### config.mk
export PLATFORM = sky130hd
export DESIGN_NAME = periodic_timer_slot_pool
export DESIGN_NICKNAME = d
export VERILOG_FILES = /design/src/design/ptsp_pkg.sv /design/src/design/ptsp_free_find.sv /design/src/design/periodic_timer_slot_pool.sv
export SDC_FILE = /design/constraint.sdc
export NUM_CORES = 1
export LEC_CHECK = 0
export BUFFER_PORTS_ARGS = -buffer_cell sky130_fd_sc_hd__buf_2
export CAP_MARGIN = 25
export CORE_MARGIN = 10
export CORE_UTILIZATION = 42
export CTS_CLUSTER_SIZE = 20
export DETAILED_ROUTE_END_ITERATION = 16
export GPL_TIMING_DRIVEN = 0
export PLACE_DENSITY = 0.56
export SLEW_MARGIN = 20
export SYNTH_ARGS = -nofsm -noshare
export SYNTH_HDL_FRONTEND = slang
export SYNTH_SLANG_ARGS = --single-unit
### constraint.sdc
create_clock -name clk -period 5.2 [get_ports clk]
set_input_delay 1.04 -clock clk [delete_from_list [all_inputs] [get_ports clk]]
set_output_delay 1.04 -clock clk [all_outputs]
set_load 0.01 [all_outputs]
### src/design/ptsp_pkg.sv
`timescale 1ns / 1ps
// ----------------------------------------------------------------------------
// Periodic timer slot pool package
// Shared request and result types, request codes and defaults.
// ----------------------------------------------------------------------------
package ptsp_pkg;

    localparam int NUM_SLOTS_DEFAULT = 8;

    localparam logic REQ_REGISTER = 1'b0;
    localparam logic REQ_TICK     = 1'b1;

    typedef struct packed {
        logic        req_type;
        logic [31:0] period;
    } request_t;

    typedef struct packed {
        logic [2:0] slot_index;
        logic       pool_full;
        logic [7:0] fire_mask;
    } result_t;

    // One entry of the slot memory.
    typedef struct packed {
        logic [31:0] period;
        logic [31:0] elapsed;
    } slot_word_t;

endpackage

### src/design/ptsp_free_find.sv
`timescale 1ns / 1ps
// ----------------------------------------------------------------------------
// Free slot finder
// Priority encoder that picks the lowest slot whose active mark is clear.
// ----------------------------------------------------------------------------
module ptsp_free_find #(
    parameter int NUM_SLOTS = ptsp_pkg::NUM_SLOTS_DEFAULT,
    parameter int IDX_W     = (NUM_SLOTS > 1) ? $clog2(NUM_SLOTS) : 1
) (
    input  logic [NUM_SLOTS-1:0] active,
    output logic                 found,
    output logic [IDX_W-1:0]     free_idx
);

    always_comb
    begin
        found    = 1'b0;
        free_idx = '0;
        // Scan from the top so that the lowest free slot wins.
        for (int s = NUM_SLOTS - 1; s >= 0; s--)
        begin
            if (!active[s])
            begin
                found    = 1'b1;
                free_idx = IDX_W'(s);
            end
        end
    end

endmodule

### src/design/periodic_timer_slot_pool.sv
`timescale 1ns / 1ps
// ----------------------------------------------------------------------------
// Periodic timer slot pool
// Pool of periodic timer slots with register and tick requests.
// ----------------------------------------------------------------------------
// A register request keeps busy low, and its result is shown with done in the
// following cycle. A tick request keeps busy high while the slot memory is
// walked one slot per cycle through its single read port and single write
// port; its result is shown with done in the same cycle that busy falls.
// Every result is valid for exactly one cycle while done is high and cannot
// be held off, so the receiver must take it then. Active marks live in
// flip-flops and are cleared by reset, so the block is ready right after
// reset with no clearing pass.
module periodic_timer_slot_pool #(
    parameter int NUM_SLOTS = ptsp_pkg::NUM_SLOTS_DEFAULT
) (
    input  logic               clk,
    input  logic               rst_n,
    input  logic               start,
    output logic               busy,
    input  ptsp_pkg::request_t request,
    output logic               done,
    output ptsp_pkg::result_t  result
);

    localparam int IDX_W = (NUM_SLOTS > 1) ? $clog2(NUM_SLOTS) : 1;
    localparam int CNT_W = $clog2(NUM_SLOTS + 1);
    localparam logic [CNT_W-1:0] CNT_LAST = CNT_W'(NUM_SLOTS);

    localparam logic ST_IDLE = 1'b0;
    localparam logic ST_TICK = 1'b1;

    logic                    state_reg, state_next;
    logic [CNT_W-1:0]        cnt_reg, cnt_next;
    logic [NUM_SLOTS-1:0]    active_reg, active_next;
    logic                    proc_valid_reg, proc_valid_next;
    logic [IDX_W-1:0]        proc_idx_reg, proc_idx_next;
    logic [7:0]              fire_reg, fire_next;
    logic                    done_reg, done_next;
    ptsp_pkg::result_t       result_reg, result_next;

    ptsp_pkg::slot_word_t    mem [NUM_SLOTS];
    ptsp_pkg::slot_word_t    rdata_reg;
    ptsp_pkg::slot_word_t    mem_wdata;
    logic                    mem_we;
    logic [IDX_W-1:0]        mem_waddr;
    logic [IDX_W-1:0]        mem_raddr;

    logic                    free_found;
    logic [IDX_W-1:0]        free_idx;
    logic                    accept;
    logic [31:0]             elapsed_inc;

    ptsp_free_find #(
        .NUM_SLOTS (NUM_SLOTS),
        .IDX_W     (IDX_W)
    ) u_free_find (
        .active   (active_reg),
        .found    (free_found),
        .free_idx (free_idx)
    );

    assign busy   = (state_reg != ST_IDLE);
    assign accept = start && !busy;
    assign done   = done_reg;
    assign result = result_reg;

    assign mem_raddr   = (cnt_reg < CNT_LAST) ? cnt_reg[IDX_W-1:0] : '0;
    assign elapsed_inc = rdata_reg.elapsed + 32'd1;

    always_ff @(posedge clk)
    begin
        if (mem_we)
        begin
            mem[mem_waddr] <= mem_wdata;
        end
        rdata_reg <= mem[mem_raddr];
    end

    always_comb
    begin
        state_next      = state_reg;
        cnt_next        = cnt_reg;
        active_next     = active_reg;
        proc_valid_next = 1'b0;
        proc_idx_next   = proc_idx_reg;
        fire_next       = fire_reg;
        done_next       = 1'b0;
        result_next     = result_reg;
        mem_we          = 1'b0;
        mem_waddr       = free_idx;
        mem_wdata       = '0;

        case (state_reg)
            ST_IDLE:
            begin
                if (accept)
                begin
                    if (request.req_type == ptsp_pkg::REQ_REGISTER)
                    begin
                        done_next             = 1'b1;
                        result_next.fire_mask = '0;
                        if (free_found)
                        begin
                            mem_we                 = 1'b1;
                            mem_waddr              = free_idx;
                            mem_wdata.period       = request.period;
                            mem_wdata.elapsed      = '0;
                            active_next[free_idx]  = 1'b1;
                            result_next.slot_index = 3'(free_idx);
                            result_next.pool_full  = 1'b0;
                        end
                        else
                        begin
                            result_next.slot_index = '0;
                            result_next.pool_full  = 1'b1;
                        end
                    end
                    else
                    begin
                        state_next = ST_TICK;
                        cnt_next   = '0;
                        fire_next  = '0;
                    end
                end
            end

            ST_TICK:
            begin
                // Read of slot cnt overlaps with write-back of slot cnt - 1,
                // so the two never touch the same entry.
                if (cnt_reg < CNT_LAST)
                begin
                    proc_valid_next = 1'b1;
                    proc_idx_next   = cnt_reg[IDX_W-1:0];
                    cnt_next        = cnt_reg + CNT_W'(1);
                end

                if (proc_valid_reg && active_reg[proc_idx_reg])
                begin
                    mem_we           = 1'b1;
                    mem_waddr        = proc_idx_reg;
                    mem_wdata.period = rdata_reg.period;
                    if (elapsed_inc >= rdata_reg.period)
                    begin
                        mem_wdata.elapsed = '0;
                        // Slots above seven shift out of the mask.
                        fire_next = fire_reg | (8'd1 << proc_idx_reg);
                    end
                    else
                    begin
                        mem_wdata.elapsed = elapsed_inc;
                    end
                end

                if (cnt_reg == CNT_LAST)
                begin
                    state_next             = ST_IDLE;
                    done_next              = 1'b1;
                    result_next.slot_index = '0;
                    result_next.pool_full  = 1'b0;
                    result_next.fire_mask  = fire_next;
                end
            end

            default:
            begin
                state_next = ST_IDLE;
            end
        endcase
    end

    always_ff @(posedge clk or negedge rst_n)
    begin
        if (!rst_n)
        begin
            state_reg      <= ST_IDLE;
            cnt_reg        <= '0;
            active_reg     <= '0;
            proc_valid_reg <= 1'b0;
            done_reg       <= 1'b0;
        end
        else
        begin
            state_reg      <= state_next;
            cnt_reg        <= cnt_next;
            active_reg     <= active_next;
            proc_valid_reg <= proc_valid_next;
            done_reg       <= done_next;
        end
    end

    always_ff @(posedge clk)
    begin
        proc_idx_reg <= proc_idx_next;
        fire_reg     <= fire_next;
        result_reg   <= result_next;
    end

endmodule

==> results of run 1 <==
[logic make-up (layout without fill, tap and decap cells)]
family	count (synthesis)	after routing	synth area share
AOI/OAI and AO/OA	93	93	0.0226
muxes	195	195	0.152
buffers and inverters	91	273	0.0149
and+or+nand+nor	208	208	0.0438
xor gates and xnor gates	30	30	0.0109
DFF	614	614	0.737
adders and majority gates	35	35	0.0182
[layout by cell type, fill, tap and decap left out, types with 24 or more instances in the layout]
| master | n |
|---|---|
| nor2b_1 | 32 |
| mux2_2 | 65 |
| dfxtp_1 | 64 |
| clkbuf_16 | 68 |
| clkbuf_1 | 54 |
| inv_1 | 40 |
| buf_2 | 61 |
| ha_1 | 35 |
| edfxtp_1 | 535 |
| o21ai_1 | 41 |
| xnor2_1 | 24 |
| mux4_2 | 130 |
| nand2_1 | 77 |
[metal layers]
layer	share of wire	wire length, µm	global-route usage	vias up
met2	0.47	25200	0.253	259
li1	-	-	-	5292
met3	0.042	2280	0.0303	77
met5	0	0	0	-
met4	0.024	1290	0.0510	0
met1	0.46	24900	0.228	6318
[cell type report]
| class | count | area share |
|---|---|---|
| sequential | 614 | 0.640 |
| multi-input combinational | 561 | 0.217 |
| clock buffer | 94 | 0.0668 |
| tap | 756 | 0.0342 |
| timing repair buffer | 64 | 0.0193 |
| clock inverter | 24 | 0.00945 |
| buffer | 51 | 0.00786 |
| inverter | 40 | 0.00542 |
[how the worst max path moves through the flow]
stage	cells past startpoint	slack [ns]	endpoint
2_1_floorplan	6	1.07	mem[2][0]$_DFFE_PP_
3_3_place_gp	7	-1.55	mem[2][45]$_DFFE_PP_
3_5_place_dp	14	-0.54	mem[5][19]$_DFFE_PP_
4_1_cts	14	0.009	mem[5][22]$_DFFE_PP_
5_1_grt	14	0.04	mem[1][17]$_DFFE_PP_
6_report	14	0.36	mem[3][24]$_DFFE_PP_
[repair_timing]
action / in CTS / in global routing
setup endpoints to repair: 240 / 240
gates resized for setup: 4 / 2
cloned: 0 / 0
[through the flow]
step                      power [W]  setup WS [ns]  hold slack, ns  std cells  setup TNS [ns]
final                        0.0184          0.357           0.358       2204               0
after global routing         0.0194         0.0429           0.342       2204               0
after CTS                    0.0186        0.00852           0.326       2201               0
after detailed placement     0.0140         -0.536           0.484       2083         -110.01
after global placement       0.0138          -1.55           0.478       2071         -858.30
after floorplan              0.0119           1.07           0.451       1266               0
[power groups by stage]
| stage | clock network (W) | logic [W] | registers (W) |
|---|---|---|---|
| final | 0.00458 | 0.00592 | 0.00792 |
| after floorplan | 0 | 0.00395 | 0.00793 |
| after global placement | 0 | 0.00572 | 0.00810 |
| after global routing | 0.00487 | 0.00650 | 0.00803 |
| after CTS | 0.00469 | 0.00603 | 0.00793 |
| after detailed placement | 0 | 0.00599 | 0.00802 |
==> results_tabular.tex, run 1 <==
\begin{tabular}{lr}
\hline
Metric & Value \\
\hline
\multicolumn{2}{l}{\textbf{Clocking}} \\
Max Buffers Root-to-Sink & 3 \\
CTS tree & yes \\
Root buffer selected by CTS & clkbuf\_16 \\
Post-CTS Hold Fix Bufs & 0 \\
Clock insertion delay at the later pin of the skew report & 0.60 ns \\
Clock transition at path regs & 0.06 ns \\
Number of buffers added by the clock tree synthesis step & 66 \\
Post-CTS setup buffer count & 0 \\
H-tree depth & 3 \\
Sinks on Clock Net & 614 \\
\multicolumn{2}{l}{\textbf{Detailed routing}} \\
Wirelength, routed & 53700 µm \\
Drt via density & 5.42 \\
Starting DRC count in detailed routing & 930 \\
Count of nets left with antenna violations after detail routing & 0 \\
Number of detailed-route iterations in the first pass & 5 \\
DRC Markers & 0 \\
Wire length per cell & 24.3 µm \\
DR vias & 11946 \\
\multicolumn{2}{l}{\textbf{STA}} \\
Setup repair after global routing missed its margin & false \\
Highest attainable clock frequency & 0.206 GHz \\
Final Setup Violations & 0 \\
Minimum period implied by the final worst setup slack & 4.84 ns \\
Actual slew at the worst max-slew pin & 0.969 ns \\
Max-slew violations & 0 \\
Share of the clock period used by the worst path & 0.931 \\
Worst relative slew slack & 0.354 \\
Final-report hold violation count & 0 \\
Worst setup skew after layout & 0.0345 ns \\
\multicolumn{2}{l}{\textbf{Power}} \\
Standby leakage power & 9.35 nW \\
Sw Ratio & 0.315 \\
Clock network fraction of total power & 0.249 \\
Peak VDD IR & 0.000262 V \\
Share of power burned in registers & 0.430 \\
Switching component of the power & 0.00580 W \\
Share of power burned in combinational logic & 0.321 \\
Internal & 0.0126 W \\
Cell Pwr Density & 665 mW/mm² \\
\multicolumn{2}{l}{\textbf{Layout}} \\
Total area of multi-input combinational cells & 0.00600 mm² \\
Max FFs per register & 512 \\
Final nets & 1469 \\
Final standard cell area without fillers & 0.0277 mm² \\
Count of antenna diodes in the layout & 0 \\
Area growth from synthesis to layout & 15.2\% \\
Fin util & 0.490 \\
Share of layout cells above drive strength 1 & 0.265 \\
Reg area & 0.0177 mm² \\
Filler Cell Count & 4642 \\
\multicolumn{2}{l}{\textbf{Critical path}} \\
Endpoint of the most critical register-to-register path & mem[3][24]\$\_DFFE\_PP\_ \\
First element of the critical path & rdata\_reg[6]\$\_DFF\_P\_ \\
CP Data Arrival Time & 5.12 ns \\
Peak fanout along the critical path & 10 \\
Critical Path Start Type & register \\
R2r setup slk & 0.36 ns \\
Critical path buffers and inverters & 2 \\
Top Family by Delay on Critical Path & simple AND/OR/NAND/NOR gates \\
Maximum cell stage delay along the critical path & 0.48 ns \\
Critical path type & reg -> reg \\
CP max stage cell & nor4\_2 \\
Required time of the critical path & 5.48 ns \\
Most common cell type on the critical path & nand4\_1 \\
Depth of the most critical reg-to-reg path & 14 \\
Crit Reg-Reg Startpoint & rdata\_reg[6]\$\_DFF\_P\_ \\
Ordered cell list for the critical path & nand4\_1 -> nor4\_4 -> and3\_1 -> clkbuf\_1 -> nand4\_1 -> xnor2\_1 -> ha\_1 -> nand4\_1 -> nor4\_2 -> nand2\_1 -> o211ai\_1 -> a211o\_1 -> clkbuf\_2 -> nor2b\_1 \\
Endpoint kind of the worst setup timing path & register \\
\multicolumn{2}{l}{\textbf{Die}} \\
Num rows & 87 \\
CORE AREA & 0.0565 mm² \\
IO Count & 50 \\
Starting utilization of the core area & 0.426 \\
Die height & 259 µm \\
Die X & 259 µm \\
Die Area & 0.0672 mm² \\
\multicolumn{2}{l}{\textbf{Synthesis}} \\
Main synth FF type & edfxtp\_1 \\
Area share of the largest cell type after synthesis & 0.668 \\
Mean instance size in the synthesized netlist & 19.0 µm² \\
Part of the Yosys area used for sequential elements & 0.737 \\
Mapped Area & 0.0240 mm² \\
Yosys warning count & 0 \\
Ranking of synthesized cells by area & edfxtp\_1, mux4\_2, dfxtp\_1, mux2\_2, ha\_1 \\
Synth top cells by count & edfxtp\_1, mux4\_2, nand2\_1 \\
Distinct cell type count of the synthesized netlist & 52 \\
Number of instances in the synthesized netlist & 1266 \\
Proportion of register bits with asynchronous set or reset after synthesis & 0.0244 \\
Net count after synthesis & 1337 \\
Most common cell in the netlist & edfxtp\_1 \\
EDFF count, synth & 535 \\
Most area-hungry cell type in the Yosys netlist & edfxtp\_1 \\
Synth Register Bits & 614 \\
\multicolumn{2}{l}{\textbf{Global routing}} \\
Wire length of the first global-routing pass & 80600 µm \\
Tot GR Track Use & 0.162 \\
Antenna violations before repair & 1 \\
Vias in the first global route & 12467 \\
Largest net degree at the start of global routing & 38 \\
Total congestion overflow after global routing & 0 \\
\multicolumn{2}{l}{\textbf{Status}} \\
Result of the run & complete, no violations \\
\multicolumn{2}{l}{\textbf{Placement}} \\
\# port buffers & 49 \\
Area post-placement & 0.0255 mm² \\
Final weighted congestion in routability-driven placement & 0.760 \\
Dpl hpwl & 32200 µm \\
\multicolumn{2}{l}{\textbf{Job}} \\
Number of violations of the max-capacitance limit & 0 \\
\multicolumn{2}{l}{\textbf{Hold path}} \\
Worst hold path class & in -> async \\
\hline
\end{tabular}
No activity file was read; power rests on OpenSTA's default activity.
==> run 2, diff against run 1 <==
--- a/config.mk
+++ b/config.mk
@@ -7,7 +7,6 @@
 export LEC_CHECK = 0
 export BUFFER_PORTS_ARGS = -buffer_cell sky130_fd_sc_hd__buf_2
 export CAP_MARGIN = 25
-export CORE_MARGIN = 10
 export CORE_UTILIZATION = 42
 export CTS_CLUSTER_SIZE = 20
 export DETAILED_ROUTE_END_ITERATION = 16
==> run 2 against run 1 <==
  * Total power increased by 1.0%
  * Via count is 0.59% lower
  * Clock skew is 0.012 ns lower
  * Die area down 13%
  * Final cell count is 0.14% higher
  * Core utilization increased by 0.22 points
  * Largest cell class unchanged
  * Register-to-register slack worse by 0.03 ns
  * Setup slack got worse by 0.034 ns
  * Highest routed layer unchanged
  * Global-route usage is 2.8 points higher
  * First-iteration DRC count fell by 23%
==> results_tabular.tex, run 2 (synthesized netlist as in run 1, its figures left out) <==
\begin{tabular}{lr}
\hline
Metric & Value \\
\hline
\multicolumn{2}{l}{\textbf{Layout}} \\
Filler Cell Count & 4639 (-0.065\%) \\
Count of antenna diodes in the layout & 0 (unchanged) \\
Leading cell types in the layout, fill and taps excluded & edfxtp\_1, mux4\_2, nand2\_1 \\
Commonest non-fill, non-tap cell in the layout & edfxtp\_1 \\
Final nets & 1468 (-0.068\%) \\
Area growth from synthesis to layout & 15.7\% \\
Final standard cell area without fillers & 0.0278 mm² (+0.44\%) \\
Share of layout cells above drive strength 1 & 0.266 (+0.000830) \\
Max FFs per register & 512 (unchanged) \\
Fin util & 0.492 (+0.00217) \\
\multicolumn{2}{l}{\textbf{STA}} \\
Minimum period implied by the final worst setup slack & 4.88 ns (+0.0343 ns) \\
Actual slew at the worst max-slew pin & 1.00 ns (+0.0309 ns) \\
Highest attainable clock frequency & 0.205 GHz (-0.70\%) \\
Max-slew violations & 0 (unchanged) \\
Final-report hold violation count & 0 (unchanged) \\
Final hold slack & 0.351 ns (-0.00673 ns) \\
Worst setup skew after layout & 0.0227 ns (-0.0118 ns) \\
Share of the clock period used by the worst path & 0.938 (+0.00660) \\
Worst relative slew slack & 0.332 (-0.0213) \\
Final Setup Violations & 0 (unchanged) \\
Setup repair after global routing missed its margin & false \\
\multicolumn{2}{l}{\textbf{Critical path}} \\
Critical path buffers and inverters & 2 (unchanged) \\
CP max stage cell & nor4\_2 \\
Required time of the critical path & 5.49 ns (about the same) \\
Endpoint kind of the worst setup timing path & register \\
Ordered cell list for the critical path & nand4\_1 -> nor4\_2 -> and3\_1 -> clkbuf\_1 -> nand4\_1 -> xnor2\_1 -> ha\_1 -> nand4\_1 -> nor4\_2 -> nand2\_1 -> o211ai\_1 -> a211o\_1 -> clkbuf\_2 -> nor2b\_1 \\
Top Family by Delay on Critical Path & simple AND/OR/NAND/NOR gates \\
CP Data Arrival Time & 5.17 ns (+0.05 ns) \\
Most common cell type on the critical path & nand4\_1 \\
Maximum cell stage delay along the critical path & 0.51 ns (+0.03 ns) \\
Critical path type & reg -> reg \\
Peak fanout along the critical path & 10 (unchanged) \\
Critical Path Start Type & register \\
\multicolumn{2}{l}{\textbf{Clocking}} \\
Number of buffers added by the clock tree synthesis step & 67 (+1.5\%) \\
Max Buffers Root-to-Sink & 3 (unchanged) \\
Root buffer selected by CTS & clkbuf\_16 \\
Post-CTS setup buffer count & 0 (unchanged) \\
Sinks on Clock Net & 614 (unchanged) \\
H-tree depth & 3 (unchanged) \\
Clock insertion delay at the later pin of the skew report & 0.60 ns (about the same) \\
Clock transition at path regs & 0.06 ns (about the same) \\
CTS tree & yes \\
Post-CTS Hold Fix Bufs & 0 (unchanged) \\
\multicolumn{2}{l}{\textbf{Global routing}} \\
Wire length of the first global-routing pass & 79700 µm (-1.2\%) \\
Met2 Track Usage GR & 0.304 (+0.0507) \\
Vias in the first global route & 12408 (-0.47\%) \\
Tot GR Track Use & 0.190 (+0.0279) \\
Largest net degree at the start of global routing & 38 (unchanged) \\
Met3 demand-to-capacity share in global routing & 0.0326 (+0.00227) \\
GR Layer Usage met1 & 0.266 (+0.0385) \\
Most used routing layer & met2 \\
Total congestion overflow after global routing & 0 (unchanged) \\
Antenna violations before repair & 0 (-1) \\
\multicolumn{2}{l}{\textbf{Power}} \\
Peak VDD IR & 0.000278 V (+6.3\%) \\
Total Power Consumption & 0.0186 W (+1.0\%) \\
Standby leakage power & 9.40 nW (+0.57\%) \\
Cell Pwr Density & 669 mW/mm² (+0.59\%) \\
\multicolumn{2}{l}{\textbf{Die}} \\
IO Count & 50 (unchanged) \\
CORE AREA & 0.0565 mm² (unchanged) \\
Starting utilization of the core area & 0.426 (unchanged) \\
Num rows & 87 (unchanged) \\
Die height & 241 µm (-6.9\%) \\
Die Area & 0.0582 mm² (-13\%) \\
Die X & 241 µm (-6.9\%) \\
\multicolumn{2}{l}{\textbf{Detailed routing}} \\
DR vias & 11875 (-0.59\%) \\
Drt via density & 5.38 (-0.73\%) \\
Wire length per cell & 24.0 µm (-1.3\%) \\
Wirelength, routed & 53000 µm (-1.2\%) \\
Starting DRC count in detailed routing & 717 (-23\%) \\
DRC Markers & 0 (unchanged) \\
Count of nets left with antenna violations after detail routing & 0 (unchanged) \\
Number of detailed-route iterations in the first pass & 5 (unchanged) \\
\multicolumn{2}{l}{\textbf{Placement}} \\
Final weighted congestion in routability-driven placement & 0.793 (+4.4\%) \\
\# port buffers & 49 (unchanged) \\
Area post-placement & 0.0255 mm² (about the same) \\
Dpl hpwl & 31800 µm (-1.2\%) \\
\multicolumn{2}{l}{\textbf{Hold path}} \\
Worst hold path class & in -> async \\
\multicolumn{2}{l}{\textbf{Job}} \\
Number of violations of the max-capacitance limit & 0 (unchanged) \\
\multicolumn{2}{l}{\textbf{Status}} \\
Result of the run & complete, no violations \\
\hline
\end{tabular}
## run 2: final timing paths
path                                   startpoint                        end  slack (ns)  depth (start not counted)
setup / recovery             rdata_reg[6]$_DFF_P_       mem[7][26]$_DFFE_PP_        0.32                         14
hold / removal                              rst_n             busy$_DFF_PN0_        0.35                          1
setup reg to reg             rdata_reg[6]$_DFF_P_       mem[7][26]$_DFFE_PP_        0.32                         14
hold reg to reg            cnt_reg[0]$_DFFE_PN0P_  proc_idx_reg[0]$_DFFE_PP_        0.50                          0
max in group asynchronous                   rst_n  active_reg[4]$_DFFE_PN0P_        4.59                          1
min in group clk           cnt_reg[0]$_DFFE_PN0P_  proc_idx_reg[0]$_DFFE_PP_        0.50                          0
## run 2: layer usage
metal	share of wire	wire length (µm)
met4	0.019	1030
met2	0.48	25500
met1	0.46	24200
met5	0	0
met3	0.044	2350
## run 2: repair_timing
action | 4_1_cts | 5_1_grt
gates resized for setup | 4 | 1
setup endpoints to repair | 240 | 240
hold endpoints to repair | 0 | 0
## run 2: worst reg2reg max path: cells and delay by family, from the launching register on
| family | cells | cell delay (ns) |
|---|---|---|
| AOI/OAI and AO/OA | 2 | 0.61 |
| and+or+nand+nor | 8 | 2.36 |
| adders and majority gates | 1 | 0.34 |
| DFF | 1 | 0.42 |
| buffers and inverters | 2 | 0.64 |
| xor gates and xnor gates | 1 | 0.22 |
## run 2: metrics by stage
stage | worst slack [ns] | setup TNS, ns | instances
6_report | 0.323 | 0 | 2207
3_3_place_gp | -1.63 | -876.89 | 2071
3_5_place_dp | -0.467 | -97.33 | 2082
5_1_grt | 0.0160 | 0 | 2207
2_1_floorplan | 1.07 | 0 | 1266
4_1_cts | 0.0954 | 0 | 2205
## run 2: power breakdown
| part | total, W | switching (W) | internal (W) | leakage (nW) |
|---|---|---|---|---|
| Sequential | 0.00791 | 0.000423 | 0.00749 | 5.69 |
| Clock | 0.00481 | 0.00186 | 0.00294 | 1.11 |
| Combinational | 0.00589 | 0.00351 | 0.00238 | 2.60 |
| Total | 0.0186 | 0.00579 | 0.0128 | 9.40 |
## run 2: cell type report
class                   count  area (µm²)  share of cell area
plain buffers              51         218             0.00783
flip-flops and latches    614       17700               0.637
clock inverters            26         284              0.0102
well taps                 756         946              0.0340
multi-input cells         561        5990               0.216
inverters                  40         150             0.00540
repair buffers             62         515              0.0185
clock buffers              97        1980              0.0711
